### config.mk
export PLATFORM = sky130hd
export DESIGN_NAME = nearest_free_slot_victim_picker
export DESIGN_NICKNAME = d
export VERILOG_FILES = /design/src/sv/nfsvp_pkg.sv /design/src/sv/nearest_free_slot_victim_picker.sv
export SDC_FILE = /design/constraint.sdc
export NUM_CORES = 1
export LEC_CHECK = 0
export BUFFER_PORTS_ARGS = -buffer_cell sky130_fd_sc_hd__buf_2
export CAP_MARGIN = 40
export CORE_MARGIN = 4
export CORE_UTILIZATION = 60
export DETAILED_ROUTE_END_ITERATION = 12
export PLACE_DENSITY = 0.89
export SYNTH_ARGS = -nofsm -noshare
export SYNTH_HDL_FRONTEND = slang
export SYNTH_SLANG_ARGS = --single-unit
### constraint.sdc
create_clock -name clk -period 10 [get_ports clk]
set_input_delay 0 -clock clk [delete_from_list [all_inputs] [get_ports clk]]
set_output_delay 0 -clock clk [all_outputs]
set_load 0.02 [all_outputs]
### src/sv/nfsvp_pkg.sv
// ----------------------------------------------------------------------------
// nfsvp_pkg
// Shared types and constants for the nearest free slot victim picker.
// ----------------------------------------------------------------------------
package nfsvp_pkg;

  localparam int unsigned DEF_MAX_SLOTS = 256;

  // field widths
  localparam int unsigned HINT_W   = 8;
  localparam int unsigned VICTIM_W = 8;
  localparam int unsigned COUNT_W  = 9;

  // configuration port
  localparam int unsigned APB_ADDR_W = 3;
  localparam int unsigned APB_DATA_W = 32;
  localparam logic [0:0]  REG_ACTIVE_COUNT = 1'b0;
  localparam logic [COUNT_W-1:0] ACTIVE_COUNT_RST = 9'd256;

  typedef enum logic [2:0] {
    ST_CLR,
    ST_IDLE,
    ST_RD,
    ST_CHK,
    ST_ADV,
    ST_DONE
  } state_t;

  typedef enum logic {
    SIDE_LOW  = 1'b0,
    SIDE_HIGH = 1'b1
  } side_t;

endpackage

### src/sv/nearest_free_slot_victim_picker.sv
// ----------------------------------------------------------------------------
// nearest_free_slot_victim_picker
// Keeps one failed bit per slot in a memory with one write and one read port
// and, for each hint beat, marks and returns the nearest working slot (lower
// slot wins a tie) or returns not-found. After reset a clearing pass zeroes
// the bitmap; no hint is taken meanwhile, register writes are. The hint is
// clamped to the active count minus one. One memory read per cycle drives the
// search: a hint is accepted in the idle state, its candidate is read and
// checked, and a free slot goes to the done state. Each further candidate
// passes through step, read and check, and a step past one end of the range
// passes through the step state once more. The done state waits for the
// result register to empty. The result sits in an output register, so the
// next hint can be accepted while the last result waits to be taken.
// ----------------------------------------------------------------------------
module nearest_free_slot_victim_picker
  import nfsvp_pkg::*;
#(
  parameter int unsigned MAX_SLOTS = DEF_MAX_SLOTS
) (
  input  logic                  clk,
  input  logic                  rst_n,
  // hint channel
  input  logic                  in_valid,
  output logic                  in_ready,
  input  logic [HINT_W-1:0]     in_hint_index,
  // result channel
  output logic                  out_valid,
  input  logic                  out_ready,
  output logic [VICTIM_W-1:0]   out_victim_index,
  output logic                  out_found,
  // configuration port
  input  logic                  psel,
  input  logic                  penable,
  input  logic                  pwrite,
  input  logic [APB_ADDR_W-1:0] paddr,
  input  logic [APB_DATA_W-1:0] pwdata,
  output logic [APB_DATA_W-1:0] prdata,
  output logic                  pready
);

  localparam int unsigned IW = (MAX_SLOTS > 1) ? $clog2(MAX_SLOTS) : 1;
  localparam int unsigned CW = (IW + 1 > COUNT_W) ? IW + 1 : COUNT_W;
  localparam logic [IW-1:0] LAST_SLOT = IW'(MAX_SLOTS - 1);
  localparam logic [CW-1:0] MAX_CNT   = CW'(MAX_SLOTS);

  // registers
  state_t               state_r, state_nxt;
  side_t                side_r, side_nxt;
  logic [IW-1:0]        clr_addr_r, clr_addr_nxt;
  logic [IW-1:0]        cand_r, cand_nxt;
  logic [IW-1:0]        hint_r, hint_nxt;
  logic [CW-1:0]        dist_r, dist_nxt;
  logic [VICTIM_W-1:0]  res_victim_r, res_victim_nxt;
  logic                 res_found_r, res_found_nxt;
  logic                 out_valid_r, out_valid_nxt;
  logic [VICTIM_W-1:0]  out_victim_r, out_victim_nxt;
  logic                 out_found_r, out_found_nxt;
  logic [COUNT_W-1:0]   active_count_r;
  logic                 rd_bit_r;

  // failed bitmap
  logic                 fail_mem [MAX_SLOTS];
  logic                 wr_en;
  logic [IW-1:0]        wr_addr;
  logic                 wr_data;

  // datapath
  logic [CW-1:0]        eff_count;
  logic [CW-1:0]        cnt_ext;
  logic [CW-1:0]        hint_ext;
  logic [CW-1:0]        clamp_ext;
  logic [CW-1:0]        cand_ext;
  logic [CW-1:0]        hint_w;
  logic [CW-1:0]        adv_dist;
  side_t                adv_side;
  logic                 lo_ok;
  logic                 hi_ok;
  logic [CW-1:0]        lo_addr;
  logic [CW:0]          hi_sum;
  logic                 in_ready_c;
  logic                 cfg_wr;

  // configuration register
  assign cfg_wr = psel & penable & pwrite & pready;
  assign pready = 1'b1;
  assign prdata = (paddr[APB_ADDR_W-1] == REG_ACTIVE_COUNT) ?
                  APB_DATA_W'(active_count_r) : '0;

  always_ff @(posedge clk) begin
    if (!rst_n) begin
      active_count_r <= ACTIVE_COUNT_RST;
    end else if (cfg_wr && paddr[APB_ADDR_W-1] == REG_ACTIVE_COUNT) begin
      active_count_r <= pwdata[COUNT_W-1:0];
    end
  end

  // count saturates at the bitmap depth
  assign cnt_ext   = CW'(active_count_r);
  assign eff_count = (cnt_ext > MAX_CNT) ? MAX_CNT : cnt_ext;
  assign hint_ext  = CW'(in_hint_index);
  assign clamp_ext = (hint_ext >= eff_count) ? eff_count - 1'b1 : hint_ext;
  assign cand_ext  = CW'(cand_r);

  // next candidate: low side then high side at each distance
  assign hint_w   = CW'(hint_r);
  assign adv_dist = (side_r == SIDE_HIGH) ? dist_r + 1'b1 : dist_r;
  assign adv_side = (side_r == SIDE_HIGH) ? SIDE_LOW : SIDE_HIGH;
  assign lo_ok    = (hint_w >= adv_dist);
  assign lo_addr  = hint_w - adv_dist;
  assign hi_sum   = (CW + 1)'(hint_w) + (CW + 1)'(adv_dist);
  assign hi_ok    = (hi_sum < (CW + 1)'(eff_count));

  always_comb begin
    state_nxt      = state_r;
    side_nxt       = side_r;
    clr_addr_nxt   = clr_addr_r;
    cand_nxt       = cand_r;
    hint_nxt       = hint_r;
    dist_nxt       = dist_r;
    res_victim_nxt = res_victim_r;
    res_found_nxt  = res_found_r;
    out_valid_nxt  = out_valid_r;
    out_victim_nxt = out_victim_r;
    out_found_nxt  = out_found_r;
    wr_en          = 1'b0;
    wr_addr        = cand_r;
    wr_data        = 1'b1;
    in_ready_c     = 1'b0;

    if (out_valid_r && out_ready) begin
      out_valid_nxt = 1'b0;
    end

    case (state_r)
      ST_CLR: begin
        wr_en        = 1'b1;
        wr_addr      = clr_addr_r;
        wr_data      = 1'b0;
        clr_addr_nxt = clr_addr_r + 1'b1;
        if (clr_addr_r == LAST_SLOT) begin
          state_nxt = ST_IDLE;
        end
      end
      ST_IDLE: begin
        in_ready_c = 1'b1;
        if (in_valid) begin
          if (eff_count == '0) begin
            res_victim_nxt = '0;
            res_found_nxt  = 1'b0;
            state_nxt      = ST_DONE;
          end else begin
            hint_nxt  = clamp_ext[IW-1:0];
            cand_nxt  = clamp_ext[IW-1:0];
            dist_nxt  = '0;
            side_nxt  = SIDE_HIGH;
            state_nxt = ST_RD;
          end
        end
      end
      ST_RD: begin
        state_nxt = ST_CHK;
      end
      ST_CHK: begin
        if (!rd_bit_r) begin
          wr_en          = 1'b1;
          res_victim_nxt = cand_ext[VICTIM_W-1:0];
          res_found_nxt  = 1'b1;
          state_nxt      = ST_DONE;
        end else begin
          state_nxt = ST_ADV;
        end
      end
      ST_ADV: begin
        side_nxt = adv_side;
        dist_nxt = adv_dist;
        if (!lo_ok && !hi_ok) begin
          // both directions ran off the active range
          res_victim_nxt = '0;
          res_found_nxt  = 1'b0;
          state_nxt      = ST_DONE;
        end else if (adv_side == SIDE_LOW && lo_ok) begin
          cand_nxt  = lo_addr[IW-1:0];
          state_nxt = ST_RD;
        end else if (adv_side == SIDE_HIGH && hi_ok) begin
          cand_nxt  = hi_sum[IW-1:0];
          state_nxt = ST_RD;
        end
      end
      ST_DONE: begin
        if (!out_valid_r || out_ready) begin
          out_valid_nxt  = 1'b1;
          out_victim_nxt = res_victim_r;
          out_found_nxt  = res_found_r;
          state_nxt      = ST_IDLE;
        end
      end
      default: begin
        state_nxt = ST_IDLE;
      end
    endcase
  end

  always_ff @(posedge clk) begin
    if (!rst_n) begin
      state_r     <= ST_CLR;
      clr_addr_r  <= '0;
      out_valid_r <= 1'b0;
    end else begin
      state_r     <= state_nxt;
      clr_addr_r  <= clr_addr_nxt;
      out_valid_r <= out_valid_nxt;
    end
  end

  always_ff @(posedge clk) begin
    side_r       <= side_nxt;
    cand_r       <= cand_nxt;
    hint_r       <= hint_nxt;
    dist_r       <= dist_nxt;
    res_victim_r <= res_victim_nxt;
    res_found_r  <= res_found_nxt;
    out_victim_r <= out_victim_nxt;
    out_found_r  <= out_found_nxt;
  end

  always_ff @(posedge clk) begin
    if (wr_en) begin
      fail_mem[wr_addr] <= wr_data;
    end
    rd_bit_r <= fail_mem[cand_r];
  end

  assign in_ready         = in_ready_c;
  assign out_valid        = out_valid_r;
  assign out_victim_index = out_victim_r;
  assign out_found        = out_found_r;

`ifndef SYNTHESIS
  a_busy_after_beat: assert property (@(posedge clk) disable iff (!rst_n)
    in_valid && in_ready |=> !in_ready)
    else $error("picker still ready after taking a hint beat");

  a_cand_in_range: assert property (@(posedge clk) disable iff (!rst_n)
    state_r == ST_RD |-> cand_ext < eff_count)
    else $error("search read outside the active slots");

  a_not_found_zero: assert property (@(posedge clk) disable iff (!rst_n)
    out_valid && !out_found |-> out_victim_index == '0)
    else $error("not-found result carries a nonzero victim");

  a_clear_blocks: assert property (@(posedge clk) disable iff (!rst_n)
    state_r == ST_CLR |-> !in_ready && !out_valid)
    else $error("hint channel open during bitmap clear");
`endif

endmodule
==> flow_metrics.py <==
metrics = {
    "status": {
        "outcome": "finished clean",
    },
    "drt": {
        "totalWireLength_um": 35700,
        "drt_pass1_iterations": 5,
        "wl_per_cell_um": 21.7,
        "routed-via-count": 10500,
        "ant_nets": 0,
        "drtIter0Drc": 1456,
        "drc": 0,
        "vias_per_cell": 6.35,
    },
    "setup_path": {
        "crit_type": "flop to flop",
        "cp.depth": 16,
        "crit_path_frequent_cell": "ha_1",
        "endpoint_kind": "flop",
        "critical_path_buf_inv_count": 1,
        "start_kind": "flop",
        "path_cells": "ha_1, mux2i_1, inv_1, ha_1, a211o_1, a21oi_1, o21ai_0, a21oi_1, xnor2_1, ha_1, a22o_1, nor4_1, o221ai_1, a32oi_1, and2_1, o31a_1",
        "crit_family": "compound AO/OA/AOI/OAI gates",
        "worstPathRequired_ns": 10.22,
        "crit_arrival_ns": 5.23,
        "slowest_stage": "mux2i_1",
        "ff2ff_path_depth": 16,
        "cp_max_fo": 8,
        "critical-path-max-stage-delay_ns": 0.47,
    },
    "timing": {
        "fin_skew_ns": 0.0127,
        "period_needed_ns": 5.00,
        "post-route-period-util": 0.500,
        "slew_headroom": 0.352,
        "grt_setup_unrepaired": "false",
        "fin_setup_tns_ns": 0,
        "tightest_slew_ns": 0.970,
        "timing.final.ws_setup_ns": 5.00,
        "clock.fmax_mhz": 200,
        "setup_viol": 0,
        "maxSlewViolCount": 0,
        "final-hold-violation-count": 0,
    },
    "clocking": {
        "clockBufferDepth": 3,
        "cts.clk_slew.worst_paths_ns": 0.06,
        "cts.repair.resized": 0,
        "root_buffer": "clkbuf_16",
        "cts_tree": "yes",
        "clk_latency_ns": 0.57,
        "numCtsBuffers": 30,
        "h-tree-depth": 1,
        "clock_sinks": 322,
    },
    "place": {
        "place_ws_ns": 5.05,
        "numPortBuffers": 44,
        "gp_routability_congestion": 0.906,
        "hpwl_um": 22100,
    },
    "die": {
        "fp.dieH_um": 169,
        "die_w_um": 169,
        "row_count": 58,
        "num_io_pins": 94,
        "start_util": 0.614,
        "coreArea_sq_mm": 0.0254,
        "die_area_sq_mm": 0.0286,
    },
    "grt": {
        "grt_overflow_total": 0,
        "grt_max_degree": 157,
        "grt_pass1_wl_um": 56200,
        "track_usage": 0.248,
        "antenna_found_initial": 0,
        "grt_pass1_vias": 10200,
    },
    "pwr": {
        "clkPwrFrac": 0.368,
        "peakVddDrop_mv": 0.152,
        "p_leak_nw": 5.84,
        "intPower_mw": 2.24,
        "seq_power_share": 0.517,
        "combPwrFrac": 0.116,
        "power_density_mw_per_mm2": 173,
        "switching_share": 0.252,
        "switchingPower_mw": 0.754,
    },
    "final_layout": {
        "final.fill_count": 1666,
        "fin_nets": 1385,
        "antenna_cells": 0,
        "drive_above_1_share": 0.142,
        "final_common_cell": "edfxtp_1",
        "area_growth_pct": 10.7,
        "mostFrequentLayoutCells": "edfxtp_1, nor2_1, nand2_1",
    },
    "synthesis": {
        "async_reset_ff_frac": 0,
        "ys_ff_latch": 322,
        "ys_warn_count": 0,
        "avgSynthCellArea_sq_um": 12.6,
        "synth_edf_count": 300,
        "synth_area_sq_mm": 0.0156,
        "ys_types": 60,
        "synthFlopType": "edfxtp_1",
        "ys_seq_area_frac": 0.606,
        "syn_inst": 1241,
    },
    "hold_path": {
        "hold_depth": 3,
        "hp-class": "input port to flop",
    },
    "run": {
        "cap_violations": 0,
    },
}
==> power groups by stage <==
| stage | Clock (mW) | Combinational, mW | Sequential (mW) |
|---|---|---|---|
| after floorplan | 0 | 0.230 | 1.58 |
| after global placement | 0 | 0.302 | 1.57 |
| after detailed placement | 0 | 0.329 | 1.57 |
| after CTS | 1.10 | 0.339 | 1.55 |
| after global routing | 1.16 | 0.373 | 1.55 |
| final | 1.10 | 0.347 | 1.55 |
==> registers in the layout (all words and copies together), names as in the netlist <==
signal / count
out_found: 1
hint_r: 8
rd_bit_r: 1
out_valid: 1
fail_mem: 256
clr_addr_r: 8
res_found_r: 1
side_r: 1
active_count_r: 9
state_r: 3
cand_r: 8
out_victim_index: 8
dist_r: 9
res_victim_r: 8
==> stage by stage <==
stage               hold slack, ns  total power, mW  utilization  area, sq um  instances
finish                      0.0465             2.99        0.680        17300       1647
global route                0.0585             3.09        0.680        17300       1647
CTS                         0.0252             2.99        0.679        17200       1645
detailed placement           0.240             1.90        0.631        16000       1561
global placement             0.239             1.88        0.627        15900       1553
floorplan                    0.132             1.81            -        15700       1263
==> cells by family after synthesis <==
logic type	after synthesis	share of synthesized area
simple gates	494	0.137
xor+xnor	30	0.0168
compound gates	149	0.0662
other cells	2	0.000481
buf+inv	126	0.0387
mux	77	0.101
fa+ha+maj	41	0.0338
flops	322	0.606
==> area by class of cell <==
| cell class | count | area [sq um] | share of cell area |
|---|---|---|---|
| repair buffers | 93 | 711 | 0.0412 |
| well taps | 330 | 413 | 0.0239 |
| clock inverters | 22 | 175 | 0.0101 |
| multi-input cells | 815 | 5640 | 0.326 |
| inverters | 32 | 125 | 0.00724 |
| flip-flops and latches | 322 | 9450 | 0.547 |
| clock buffers | 33 | 762 | 0.0441 |
==> layer usage <==
layer,share of wire,up-vias,track usage
met4,0.038,0,0.0854
met3,0.099,121,0.0422
met1,0.37,5098,0.337
met2,0.50,635,0.414
li1,-,4597,-
met5,0,-,0
==> cell usage after synthesis (8+ instances only) <==
library cell,count,area (sq um)
edfxtp_1,300,9010
nor2_1,288,1080
nand2_1,92,345
mux4_2,64,1440
clkbuf_1,54,203
ha_1,39,488
inv_1,32,120
a21oi_1,27,135
buf_4,26,195
o21ai_0,23,115
dfxtp_1,22,440
xnor2_1,21,184
nor3_1,16,80.1
nor2b_1,15,93.8
a22oi_1,14,105
a21boi_0,12,90.1
and3_1,12,75.1
nand2b_1,12,75.1
a22o_1,11,96.3
and2_1,11,68.8
nand3_1,11,55.1
a221oi_1,9,78.8
xor2_1,9,78.8
nand4_1,8,50.1
==> worst register-to-register path, cell delays in order (launching register included) <==
cell and delay (ns):
edfxtp_1 0.45, ha_1 0.32, mux2i_1 0.47, inv_1 0.12, ha_1 0.35, a211o_1 0.33, a21oi_1 0.23, o21ai_0 0.13
a21oi_1 0.19, xnor2_1 0.21, ha_1 0.31, a22o_1 0.21, nor4_1 0.21, o221ai_1 0.20, a32oi_1 0.38, and2_1 0.21
o31a_1 0.35
==> what timing repair did <==
item / in CTS / in global routing
hold endpoints to repair: 32 / 0
endpoints found under the setup margin: 0 / 0
buffers inserted: 0 / 0
hold buffers: 29 / 0
==> final timing paths <==
path	slack [ns]	to	start
max reg2reg	5.00	cand_r[6]$_DFFE_PP_	dist_r[0]$_SDFFCE_PP0P_
min	0.05	hint_r[0]$_DFFE_PP_	in_hint_index[0]
min reg2reg	0.42	out_victim_index[5]$_DFFE_PP_	res_victim_r[5]$_SDFFCE_PN0P_
max	5.00	cand_r[6]$_DFFE_PP_	dist_r[0]$_SDFFCE_PP0P_
(Power assumes the default switching activity.)
